==> src/hw/rtl/lkbs_pkg.sv <==
// lkbs_pkg: sizes, action codes and the command/status structs of the
// keyed block store. No dependencies; every other file imports it.
package lkbs_pkg;

    localparam int ENTRIES   = 128;
    localparam int KEY_BITS  = 64;
    localparam int DATA_BITS = 64;

    // fixed widths of the item fields and the capacity register
    localparam int FIELD_W  = 64;
    localparam int ACTION_W = 2;
    localparam int CAP_W    = 8;

    localparam int IDX_W = $clog2(ENTRIES);
    localparam int AGE_W = IDX_W;
    localparam int CNT_W = $clog2(ENTRIES + 1);
    localparam int CMP_W = (CNT_W > CAP_W) ? CNT_W : CAP_W;

    localparam logic [CAP_W-1:0] CAP_RESET = CAP_W'(128);

    // action codes; every other code behaves as a presence query
    localparam logic [ACTION_W-1:0] ACT_INSERT = ACTION_W'(1);
    localparam logic [ACTION_W-1:0] ACT_READ   = ACTION_W'(2);

    typedef struct packed {
        logic load;
        logic scan;
        logic decide;
        logic update;
        logic emit;
    } lkbs_cmd_t;

    typedef struct packed {
        logic sweep_done;
        logic out_free;
    } lkbs_stat_t;

endpackage

==> src/hw/rtl/lkbs_ctrl.sv <==
// lkbs_ctrl: sequencer for one item: scan sweep, decision, age sweep, result.
// Depends on lkbs_pkg for the command and status structs.
module lkbs_ctrl import lkbs_pkg::*; (
    input  logic       clk,
    input  logic       rst_n,
    input  logic       in_valid,
    output logic       in_ready,
    input  lkbs_stat_t stat,
    output lkbs_cmd_t  cmd
);

    typedef enum logic [2:0] {
        S_IDLE,
        S_SCAN,
        S_DECIDE,
        S_UPDATE,
        S_EMIT
    } state_t;

    state_t state_reg;
    logic   ready_reg;

    always_comb
    begin
        cmd.load   = in_valid && ready_reg;
        cmd.scan   = (state_reg == S_SCAN);
        cmd.decide = (state_reg == S_DECIDE);
        cmd.update = (state_reg == S_UPDATE);
        cmd.emit   = (state_reg == S_EMIT) && stat.out_free;
    end

    assign in_ready = ready_reg;

    always_ff @(posedge clk or negedge rst_n)
    begin
        if (!rst_n)
        begin
            state_reg <= S_IDLE;
            ready_reg <= 1'b1;
        end
        else
        begin
            case (state_reg)
                S_IDLE:
                begin
                    if (in_valid && ready_reg)
                    begin
                        state_reg <= S_SCAN;
                        ready_reg <= 1'b0;
                    end
                end
                S_SCAN:
                begin
                    if (stat.sweep_done)
                        state_reg <= S_DECIDE;
                end
                S_DECIDE:
                begin
                    state_reg <= S_UPDATE;
                end
                S_UPDATE:
                begin
                    if (stat.sweep_done)
                        state_reg <= S_EMIT;
                end
                S_EMIT:
                begin
                    if (stat.out_free)
                    begin
                        state_reg <= S_IDLE;
                        ready_reg <= 1'b1;
                    end
                end
                default:
                begin
                    state_reg <= S_IDLE;
                    ready_reg <= 1'b1;
                end
            endcase
        end
    end

endmodule

==> config.mk <==
export PLATFORM = sky130hd
export DESIGN_NAME = lkbs_ctrl
export DESIGN_NICKNAME = d
export VERILOG_FILES = /design/src/hw/rtl/lkbs_pkg.sv /design/src/hw/rtl/lkbs_ctrl.sv
export SDC_FILE = /design/constraint.sdc
export NUM_CORES = 1
export LEC_CHECK = 0
export BUFFER_PORTS_ARGS = -buffer_cell sky130_fd_sc_hd__buf_2
export CORE_AREA = 2 2 39 41
export CTS_CLUSTER_DIAMETER = 80
export CTS_CLUSTER_SIZE = 24
export DETAILED_ROUTE_END_ITERATION = 10
export DIE_AREA = 0 0 41 43
export PLACE_DENSITY = 0.43
export SYNTH_ARGS = -nofsm -noshare
export SYNTH_HDL_FRONTEND = slang
export SYNTH_SLANG_ARGS = --single-unit
==> constraint.sdc <==
create_clock -name clk -period 1.15 [get_ports clk]
set_input_delay 0.115 -clock clk [delete_from_list [all_inputs] [get_ports clk]]
set_output_delay 0.115 -clock clk [all_outputs]
set_load 0.02 [all_outputs]
==> qor.csv, run 1 <==
stage,metric,value,unit
finish,number of flip-flops in the largest register,3,
synthesis,synth unique cells,14,
floorplan,core outline area,1380,sq um
clock_network,Clock Sinks,4,
floorplan,Die ar.,1760,sq um
synthesis,dominant synthesized flop cell,dfrtp_1,
placement,RD Place Congestion,0.571,
setup_path,kind of critical path,register to output pin,
synthesis,YS warnings,0,
finish,final core utilization,27.5,%
sta,"Hold Vio Cnt, Final",0,
sta,relative slew slack,84.4,%
synthesis,Yosys top cell area share,36.6,%
floorplan,Ports,11,
min_path,Tightest Hold Check Type,input port to register,
sta,fin worst setup slack,-0.0934,ns
sta,RSZ-0062 raised after global routing,true,
status,failing checks,negative setup slack,
pwr,Overall Power,1.10,mW
clock_network,clk buf depth,2,
synthesis,"EDFF count, synth",0,
placement,area post-placement,283,sq um
synthesis,Syn Area/Cell,8.92,sq um
placement,setup slack at placement,0.112,ns
pwr,pwr dens,2890,nW/um^2
finish,layout cell share with drive strength beyond 1,54.5,%
setup_path,critical path launch point type,register,
setup_path,Critical Path Source,state_reg[1],
synthesis,"Seq/Total Area, Yosys",49.4,%
routing,via count,228,
synthesis,Cells after Synth,23,
run,maxcap violations,0,
setup_path,maximum fanout along the worst path,4,
placement,PortBufs,10,
pwr,LEAKAGE,0.200,nW
finish,Ant. Diodes,0,
clock_network,worst skew pair latency,0.23,ns
sta,post-layout min period,1.24,ns
clock_network,CTS tree,built,
routing,wire length per cell,8.50,um
floorplan,die height,43,um
routing,Antenna Nets Post-Route,0,
grt,first-pass GRT wire length,869,um
finish,fin nets,50,
grt,Total GRT Usage,7.85,%
synthesis,cell taking the most area after synthesis,dfrtp_1,
routing,vias per cell,3.80,
finish,Final Cell Area,380,sq um
routing,Iter 0 DRT Violations,2,
floorplan,Initial Util,14.8,%
clock_network,"Reg clk slew, reported paths",0.04,ns
routing,DRC,0,
clock_network,Root Driver,clkbuf_4,
synthesis,synth top area cells,"dfrtp_1 (37%), dfstp_2 (13%), nor2_1 (7.3%), o22ai_2 (6.1%), inv_1 (5.5%)",
sta,Slew @ Worst Pin,0.234,ns
setup_path,Worst setup EP type,output pin,
sta,Final Max Slew Viols,0,
floorplan,width of the die,41,um
grt,largest net degree at the start of global routing,8,
sta,Final period util,108,%
grt,number of global-route vias before repair,221,
min_path,HP Start,stat[1],
routing,Pre-antenna DRT Iters,2,
status,status,"finished, violations left",
floorplan,FP Rows,14,
synthesis,post-synthesis async set-or-reset flop share,100,%
setup_path,r2r startpoint,state_reg[0],
setup_path,Critical Path AT,1.13,ns
grt,total gr overflow,0,
synthesis,most common library cells after synthesis,"nor2_1 (4), dfrtp_1 (3), inv_1 (3), nand2_1 (3)",
sta,Clock Skews,0.00262,ns
pwr,maximum VDD drop,0.828,mV
setup_path,WP data required,1.03,ns
sta,Max Freq,0.804,GHz
synthesis,Synth Cell Area,205,sq um
synthesis,"count leader, synth",nor2_1,
sta,Finish-stage setup viols,4,
grt,initial antenna violation count,0,
clock_network,H-tree depth,1,
routing,DRT Wirelength,510,um
synthesis,#FFs+latches synth,4,
clock_network,CTS Buf Count,3,
finish,area delta synth->final,85.4,%
synthesis,Post-Syn Nets,28,
report_power, final:
part	switching, mW	leakage [nW]	internal (mW)
sequential	0.0613	0.0477	0.220
clock	0.0583	0.0150	0.130
combinational	0.308	0.138	0.321
final cells by class:
class                      instances  area [sq um]
fill                             148          1000
timing repair buffer              17           126
sequential                         4           101
multi-input combinational         16          95.1
clock buffer                       4          26.3
tap                               16          20.0
inverter                           3          11.3
stage by stage:
| step | hold WS [ns] | setup TNS (ns) | instances |
|---|---|---|---|
| floorplan | -0.181 | 0 | 23 |
| global placement | -0.0781 | 0 | 50 |
| detailed placement | -0.0711 | 0 | 50 |
| CTS | 0.0888 | -0.299 | 58 |
| global route | 0.0958 | -0.509 | 60 |
| finish | 0.0991 | -0.237 | 60 |
kinds of logic after synthesis:
logic type                count (synthesis)  share of synthesized area [%]
AOI/OAI and AO/OA                         4                           15.9
DFF                                       4                           49.4
xor gates and xnor gates                  1                           4.27
buffers and inverters                     3                           5.49
and+or+nand+nor                          11                           25.0
worst max-delay path, cell delays in order (launching register included):
cell and delay, ns:
dfrtp_1 0.38, or2b_1 0.27, nor2_1 0.09, buf_4 0.14
per-layer routing:
metal / wire [um] / vias to the layer above / GRT usage, %
li1: - / 118 / -
met5: 0 / - / 0
met2: 223 / 10 / 10.3
met1: 232 / 100 / 8.77
met4: 0 / 0 / 6.00
met3: 54 / 0 / 4.71
path summary, 6_finish.rpt:
| path | depth (start not counted) | slack, ns | endpoint |
|---|---|---|---|
| max | 3 | -0.09 | cmd[2] |
| min | 2 | 0.1 | state_reg[0] |
| max reg2reg | 4 | 0.18 | state_reg[1] |
| min reg2reg | 2 | 0.55 | state_reg[0] |
| max in group asynchronous | 2 | 0.73 | in_ready |
| min in group asynchronous | 2 | 0.21 | state_reg[2] |
cell usage in the layout, fill, tap and decap left out, drive strengths merged, types with 2 or more instances in the layout:
| master | Yosys | routed |
|---|---|---|
| nand2 | 3 | 3 |
| nor2 | 5 | 5 |
| inv | 3 | 3 |
| buf | 0 | 16 |
| o22ai | 2 | 2 |
| clkbuf | 0 | 4 |
| dfrtp | 3 | 3 |
timing repair:
action / 4_1_cts / 5_1_grt
hold endpoints to repair: 4 / 0
resized for setup: 6 / 3
pin swaps: 2 / 1
hold buffers: 1 / 0
buffers inserted: 3 / 2
setup endpoints to repair: 5 / 5
Power figures use the tool's default switching activity.
==> run 2: changes to the inputs <==
--- a/config.mk
+++ b/config.mk
@@ -5,13 +5,14 @@
 export SDC_FILE = /design/constraint.sdc
 export NUM_CORES = 1
 export LEC_CHECK = 0
+export ABC_AREA = 1
 export BUFFER_PORTS_ARGS = -buffer_cell sky130_fd_sc_hd__buf_2
 export CORE_AREA = 2 2 39 41
 export CTS_CLUSTER_DIAMETER = 80
 export CTS_CLUSTER_SIZE = 24
 export DETAILED_ROUTE_END_ITERATION = 10
 export DIE_AREA = 0 0 41 43
-export PLACE_DENSITY = 0.43
+export PLACE_DENSITY = 0.48
 export SYNTH_ARGS = -nofsm -noshare
 export SYNTH_HDL_FRONTEND = slang
 export SYNTH_SLANG_ARGS = --single-unit
==> qor.csv, run 2 <==
stage,metric,value,unit,change
floorplan,Initial Util,19.1,%,+4.2 points
grt,first-pass GRT wire length,1.24,mm,+42%
synthesis,"count leader, synth",nand2_1,,
synthesis,post-synthesis async set-or-reset flop share,100,%,unchanged
synthesis,"Seq/Total Area, Yosys",38.4,%,-11 points
routing,Iter 0 DRT Violations,4,,+2
floorplan,Die ar.,1760,sq um,unchanged
placement,RD Place Congestion,0.667,,+17%
sta,Slew @ Worst Pin,0.193,ns,-0.0408 ns
sta,setup tns final,-0.121,ns,+0.116 ns
clock_network,CTS Buf Count,3,,unchanged
clock_network,"Reg clk slew, reported paths",0.04,ns,about the same
setup_path,WP data required,1.03,ns,about the same
pwr,LEAKAGE,0.268,nW,+34%
setup_path,Critical Path Max Stage Delay,0.43,ns,+0.05 ns
setup_path,Critical Path AT,1.10,ns,-0.03 ns
sta,relative slew slack,87.0,%,+2.6 points
sta,post-layout min period,1.21,ns,-0.0315 ns
min_path,Tightest Hold Check Type,input port to register,,
finish,most frequent cells in the layout,"nand2_1 (9), buf_4 (9), buf_2 (5)",,
clock_network,clk buf depth,2,,unchanged
status,status,"finished, violations left",,
synthesis,synth top area cells,"dfrtp_1 (28%), nand2_1 (14%), dfstp_2 (10%), inv_1 (8.5%), nand3_1 (7.6%)",,
sta,"Hold Vio Cnt, Final",0,,unchanged
finish,layout cell share with drive strength beyond 1,63.8,%,+9.2 points
sta,fin worst setup slack,-0.0619,ns,+0.0315 ns
finish,final core utilization,34.8,%,+7.3 points
synthesis,dominant synthesized flop cell,dfrtp_1,,
synthesis,synth unique cells,14,,unchanged
setup_path,slowest cell on the critical path,dfrtp_2,,
pwr,pwr dens,729,nW/um^2,-75%
floorplan,die height,43,um,unchanged
setup_path,critical path's top delay family,flip-flops,,
sta,RSZ-0062 raised after global routing,true,,
routing,DRT Wirelength,714,um,+40%
routing,vias per cell,4.26,,+12%
synthesis,Synth Cell Area,264,sq um,+29%
sta,Clock Skews,0.00310,ns,+0.000482 ns
setup_path,r2r startpoint,state_reg[0],,
finish,Ant. Diodes,0,,unchanged
sta,Finish-stage setup viols,4,,unchanged
finish,area delta synth->final,82.5,%,
status,failing checks,negative setup slack,,
finish,number of flip-flops in the largest register,3,,unchanged
setup_path,critical path launch point type,register,,
grt,total gr overflow,0,,unchanged
synthesis,Cells after Synth,36,,+57%
setup_path,ordered list of cells on the worst path,nor4_2 > buf_4,,
sta,Final Max Slew Viols,0,,unchanged
setup_path,maximum fanout along the worst path,5,,+1
run,maxcap violations,0,,unchanged
clock_network,Clock Sinks,4,,unchanged
routing,via count,315,,+38%
synthesis,most common library cells after synthesis,"nand2_1 (10), inv_1 (6), nand3_1 (4), dfrtp_1 (3)",,
min_path,HP Start,stat[0],,
grt,initial antenna violation count,0,,unchanged
routing,wire length per cell,9.65,um,+14%
setup_path,Worst setup EP type,output pin,,
grt,largest net degree at the start of global routing,7,,-1
routing,Pre-antenna DRT Iters,4,,+2
floorplan,core outline area,1380,sq um,unchanged
floorplan,FP Rows,14,,unchanged
synthesis,#FFs+latches synth,4,,unchanged
grt,Total GRT Usage,11.1,%,+3.2 points
placement,PortBufs,10,,unchanged
routing,DRC,0,,unchanged
synthesis,YS warnings,0,,unchanged
synthesis,Yosys top cell area share,28.4,%,-8.1 points
clock_network,CTS tree,built,,
finish,fin nets,64,,+28%
setup_path,Buf/Inv on CP,1,,unchanged
routing,Antenna Nets Post-Route,0,,unchanged
setup_path,kind of critical path,register to output pin,,
synthesis,Post-Syn Nets,41,,+46%
pwr,maximum VDD drop,0.702,mV,-15%
synthesis,"EDFF count, synth",0,,unchanged
sta,Final period util,105,%,-2.7 points
clock_network,H-tree depth,1,,unchanged
synthesis,Syn Area/Cell,7.33,sq um,-18%
clock_network,worst skew pair latency,0.24,ns,about the same
sta,Max Freq,0.825,GHz,+2.6%
synthesis,cell taking the most area after synthesis,dfrtp_1,,
floorplan,width of the die,41,um,unchanged
floorplan,Ports,11,,unchanged
placement,DP HPWL,451,um,
setup_path,Critical Path Source,state_reg[1],,
clock_network,Root Driver,clkbuf_4,,
grt,number of global-route vias before repair,317,,+43%
run 2: timing repair:
action	in CTS	in global routing
hold buffers	1	0
setup buffers	7	1
gates resized for setup	11	10
endpoints found under the hold margin	4	0
pin swaps	3	4
endpoints found under the setup margin	5	9
run 2: cell type report:
class                           instances  area (sq um)
Inverter                                7          26.3
Multi-Input combinational cell         24           156
Fill cell                             157           902
Tap cell                               16          20.0
Timing Repair Buffer                   19           148
Sequential cell                         4           105
Clock buffer                            4          26.3
run 2: power breakdown:
group / leakage [nW] / internal (mW) / switching [mW]
registers: 0.0472 / 0.141 / 0
logic: 0.206 / 0.00756 / 0.00751
clock network: 0.0150 / 0.131 / 0.0641
run 2: stage by stage:
step	instance area [sq um]	hold WS (ns)	setup WS, ns	instances	total power, mW
global placement	329	-0.0770	0.0990	61	0.156
global route	482	0.114	-0.128	74	0.380
CTS	447	0.113	-0.0900	73	0.364
finish	482	0.120	-0.0619	74	0.351
floorplan	270	-0.181	0.0436	36	0.146
detailed placement	329	-0.0750	0.0989	61	0.156
run 2: tightest hold or removal path, cell delays in order:
cell and delay [ns]:
buf_2 0.09, o31ai_1 0.06, nand2_1 0.06
run 2: routing by layer:
metal  vias up  part of all wire [%]  global-route usage, %
met4         0                     0                   4.00
met3         0                   8.3                   9.42
met2        10                    50                   15.3
met1       142                    42                   12.1
met5         -                     0                      0
li1        163                     -                      -
run 2: cell families after synthesis:
| logic type | after synthesis | share of synthesized area [%] |
|---|---|---|
| buf+inv | 8 | 14.2 |
| simple gates | 22 | 42.7 |
| flops | 4 | 38.4 |
| compound gates | 2 | 4.74 |
run 2: worst paths after layout:
| check | to | slack [ns] | cells past startpoint |
|---|---|---|---|
| setup / recovery | cmd[0] | -0.06 | 2 |
| hold / removal | in_ready | 0.12 | 3 |
| setup reg to reg | state_reg[2] | 0.01 | 5 |
| hold reg to reg | in_ready | 0.48 | 2 |
| max in group asynchronous | in_ready | 0.74 | 2 |
| min in group asynchronous | state_reg[2] | 0.21 | 2 |
==> run 3: changes to the inputs <==
--- a/config.mk
+++ b/config.mk
@@ -5,14 +5,13 @@
 export SDC_FILE = /design/constraint.sdc
 export NUM_CORES = 1
 export LEC_CHECK = 0
-export ABC_AREA = 1
 export BUFFER_PORTS_ARGS = -buffer_cell sky130_fd_sc_hd__buf_2
 export CORE_AREA = 2 2 39 41
 export CTS_CLUSTER_DIAMETER = 80
 export CTS_CLUSTER_SIZE = 24
 export DETAILED_ROUTE_END_ITERATION = 10
 export DIE_AREA = 0 0 41 43
-export PLACE_DENSITY = 0.48
+export PLACE_DENSITY = 0.43
 export SYNTH_ARGS = -nofsm -noshare
 export SYNTH_HDL_FRONTEND = slang
 export SYNTH_SLANG_ARGS = --single-unit
==> constraint.sdc (replaced) <==
create_clock -name clk -period 1.15 [get_ports clk]
set_input_delay 0.0575 -clock clk [delete_from_list [all_inputs] [get_ports clk]]
set_output_delay 0.0575 -clock clk [all_outputs]
set_load 0.02 [all_outputs]
==> qor.csv, run 3 (synthesis results as in run 1) <==
stage,metric,value,unit,change
finish,area delta synth->final,79.3,%,
setup_path,Worst setup EP type,output pin,,
floorplan,FP Rows,14,,unchanged
routing,vias per cell,3.97,,-6.8%
placement,PortBufs,10,,unchanged
finish,layout cell share with drive strength beyond 1,53.5,%,-10 points
status,failing checks,negative setup slack,,
routing,wire length per cell,8.88,um,-8.0%
routing,DRT Wirelength,524,um,-27%
sta,fin worst setup slack,-0.0561,ns,+0.00586 ns
routing,Iter 0 DRT Violations,2,,-2
placement,RD Place Congestion,0.601,,-9.8%
finish,area of the multi-input gates,97.6,sq um,-38%
min_path,Tightest Hold Check Type,input port to register,,
pwr,Overall Power,1.08,mW,+210%
clock_network,Clock Sinks,4,,unchanged
floorplan,Ports,11,,unchanged
finish,Ant. Diodes,0,,unchanged
grt,initial antenna violation count,0,,unchanged
grt,Total GRT Usage,8.26,%,-2.8 points
setup_path,WP data required,1.09,ns,+0.06 ns
floorplan,Die ar.,1760,sq um,unchanged
min_path,Worst Hold Path EP,state_reg[0],,
finish,number of flip-flops in the largest register,3,,unchanged
routing,via count,234,,-26%
clock_network,CTS tree,built,,
min_path,HP Start,stat[1],,
grt,total gr overflow,0,,unchanged
pwr,LEAKAGE,0.194,nW,-28%
finish,most frequent cells in the layout,"buf_2 (7), buf_4 (7), nor2_1 (4)",,
sta,Max Freq,0.829,GHz,+0.49%
routing,Antenna Nets Post-Route,0,,unchanged
sta,post-layout min period,1.21,ns,-0.00586 ns
finish,fillers,155,,-1.3%
clock_network,worst skew pair latency,0.24,ns,about the same
grt,first-pass GRT wire length,924,um,-25%
run,maxcap violations,0,,unchanged
setup_path,r2r startpoint,state_reg[0],,
floorplan,width of the die,41,um,unchanged
placement,DP HPWL,414,um,-8.3%
sta,Final period util,105,%,-0.51 points
setup_path,reg2reg setup slack,0.16,ns,+0.15 ns
sta,worst hold slack,0.0362,ns,-0.0839 ns
setup_path,maximum fanout along the worst path,4,,-1
pwr,maximum VDD drop,0.972,mV,+39%
routing,Pre-antenna DRT Iters,2,,-2
finish,fin nets,49,,-23%
min_path,hold path depth,2,,-1
setup_path,Critical Path AT,1.15,ns,+0.05 ns
sta,Final Max Slew Viols,0,,unchanged
setup_path,critical path launch point type,register,,
routing,DRC,0,,unchanged
sta,Clock Skews,0.00455,ns,+0.00145 ns
pwr,pwr dens,2940,nW/um^2,+300%
setup_path,worst reg2reg path depth,4,,-1
floorplan,core outline area,1380,sq um,unchanged
finish,FF/Latch Area,104,sq um,-1.2%
clock_network,clk buf depth,2,,unchanged
floorplan,die height,43,um,unchanged
sta,relative slew slack,84.4,%,-2.7 points
sta,"Hold Vio Cnt, Final",0,,unchanged
sta,Finish-stage setup viols,2,,-2
floorplan,Initial Util,14.8,%,-4.2 points
clock_network,"Reg clk slew, reported paths",0.04,ns,about the same
grt,number of global-route vias before repair,225,,-29%
sta,RSZ-0062 raised after global routing,true,,
setup_path,kind of critical path,register to output pin,,
clock_network,Root Driver,clkbuf_4,,
setup_path,Worst R2R End,state_reg[1],,
clock_network,H-tree depth,1,,unchanged
status,status,"finished, violations left",,
grt,largest net degree at the start of global routing,8,,+1
clock_network,CTS Buf Count,3,,unchanged
sta,Slew @ Worst Pin,0.235,ns,+0.0416 ns
[run 3: worst max-delay path by stage]
stage / startpoint / endpoint / slack, ns / cells after the start
global route: state_reg[1] / cmd[2] / -0.12 / 3
detailed placement: state_reg[1] / cmd[2] / 0.16 / 3
finish: state_reg[1] / cmd[1] / -0.06 / 3
floorplan: state_reg[2] / cmd[1] / 0.12 / 2
CTS: state_reg[1] / cmd[2] / -0.09 / 3
global placement: state_reg[0] / cmd[0] / 0.15 / 3
[run 3: routing by layer]
metal	vias up	track usage [%]	routed length, um
li1	117	-	-
met1	102	9.42	244
met2	13	10.0	198
met3	2	6.28	74
met4	0	6.00	6
met5	-	0	0
[run 3: report_power, final]
| part | internal [mW] | switching (mW) | total (mW) | leakage (nW) |
|---|---|---|---|---|
| clock | 0.130 | 0.0599 | 0.190 | 0.0150 |
| combinational | 0.289 | 0.299 | 0.588 | 0.133 |
| sequential | 0.227 | 0.0761 | 0.303 | 0.0456 |
| total | 0.647 | 0.435 | 1.08 | 0.194 |
[run 3: layout make-up]
cell class                 count  area share [%]
inverter                       3            3.06
timing repair buffer          16            29.6
clock buffer                   4            7.14
sequential                     4            28.2
tap                           16            5.44
multi-input combinational     16            26.5
[run 3: stage by stage]
| stage | cells | setup TNS [ns] | util [%] | worst slack (ns) | instance area (sq um) |
|---|---|---|---|---|---|
| finish | 59 | -0.0993 | 26.6 | -0.0561 | 368 |
| global route | 59 | -0.297 | 26.6 | -0.122 | 368 |
| CTS | 59 | -0.167 | 26.2 | -0.0896 | 363 |
| detailed placement | 50 | 0 | 20.4 | 0.155 | 283 |
| global placement | 50 | 0 | 20.4 | 0.153 | 283 |
| floorplan | 23 | 0 | - | 0.119 | 205 |
[run 3: worst max-delay path: stages, from the launching register on]
cell and delay, ns:
dfrtp_2 0.40, or2b_1 0.26, nor2_1 0.11, buf_4 0.14
[run 3: timing repair]
action	CTS	global route
pin swaps	1	1
hold buffers	1	0
gates cloned	0	0
hold endpoints to repair	4	0
resized for setup	5	2
setup buffers	4	0
setup endpoints to repair	3	4
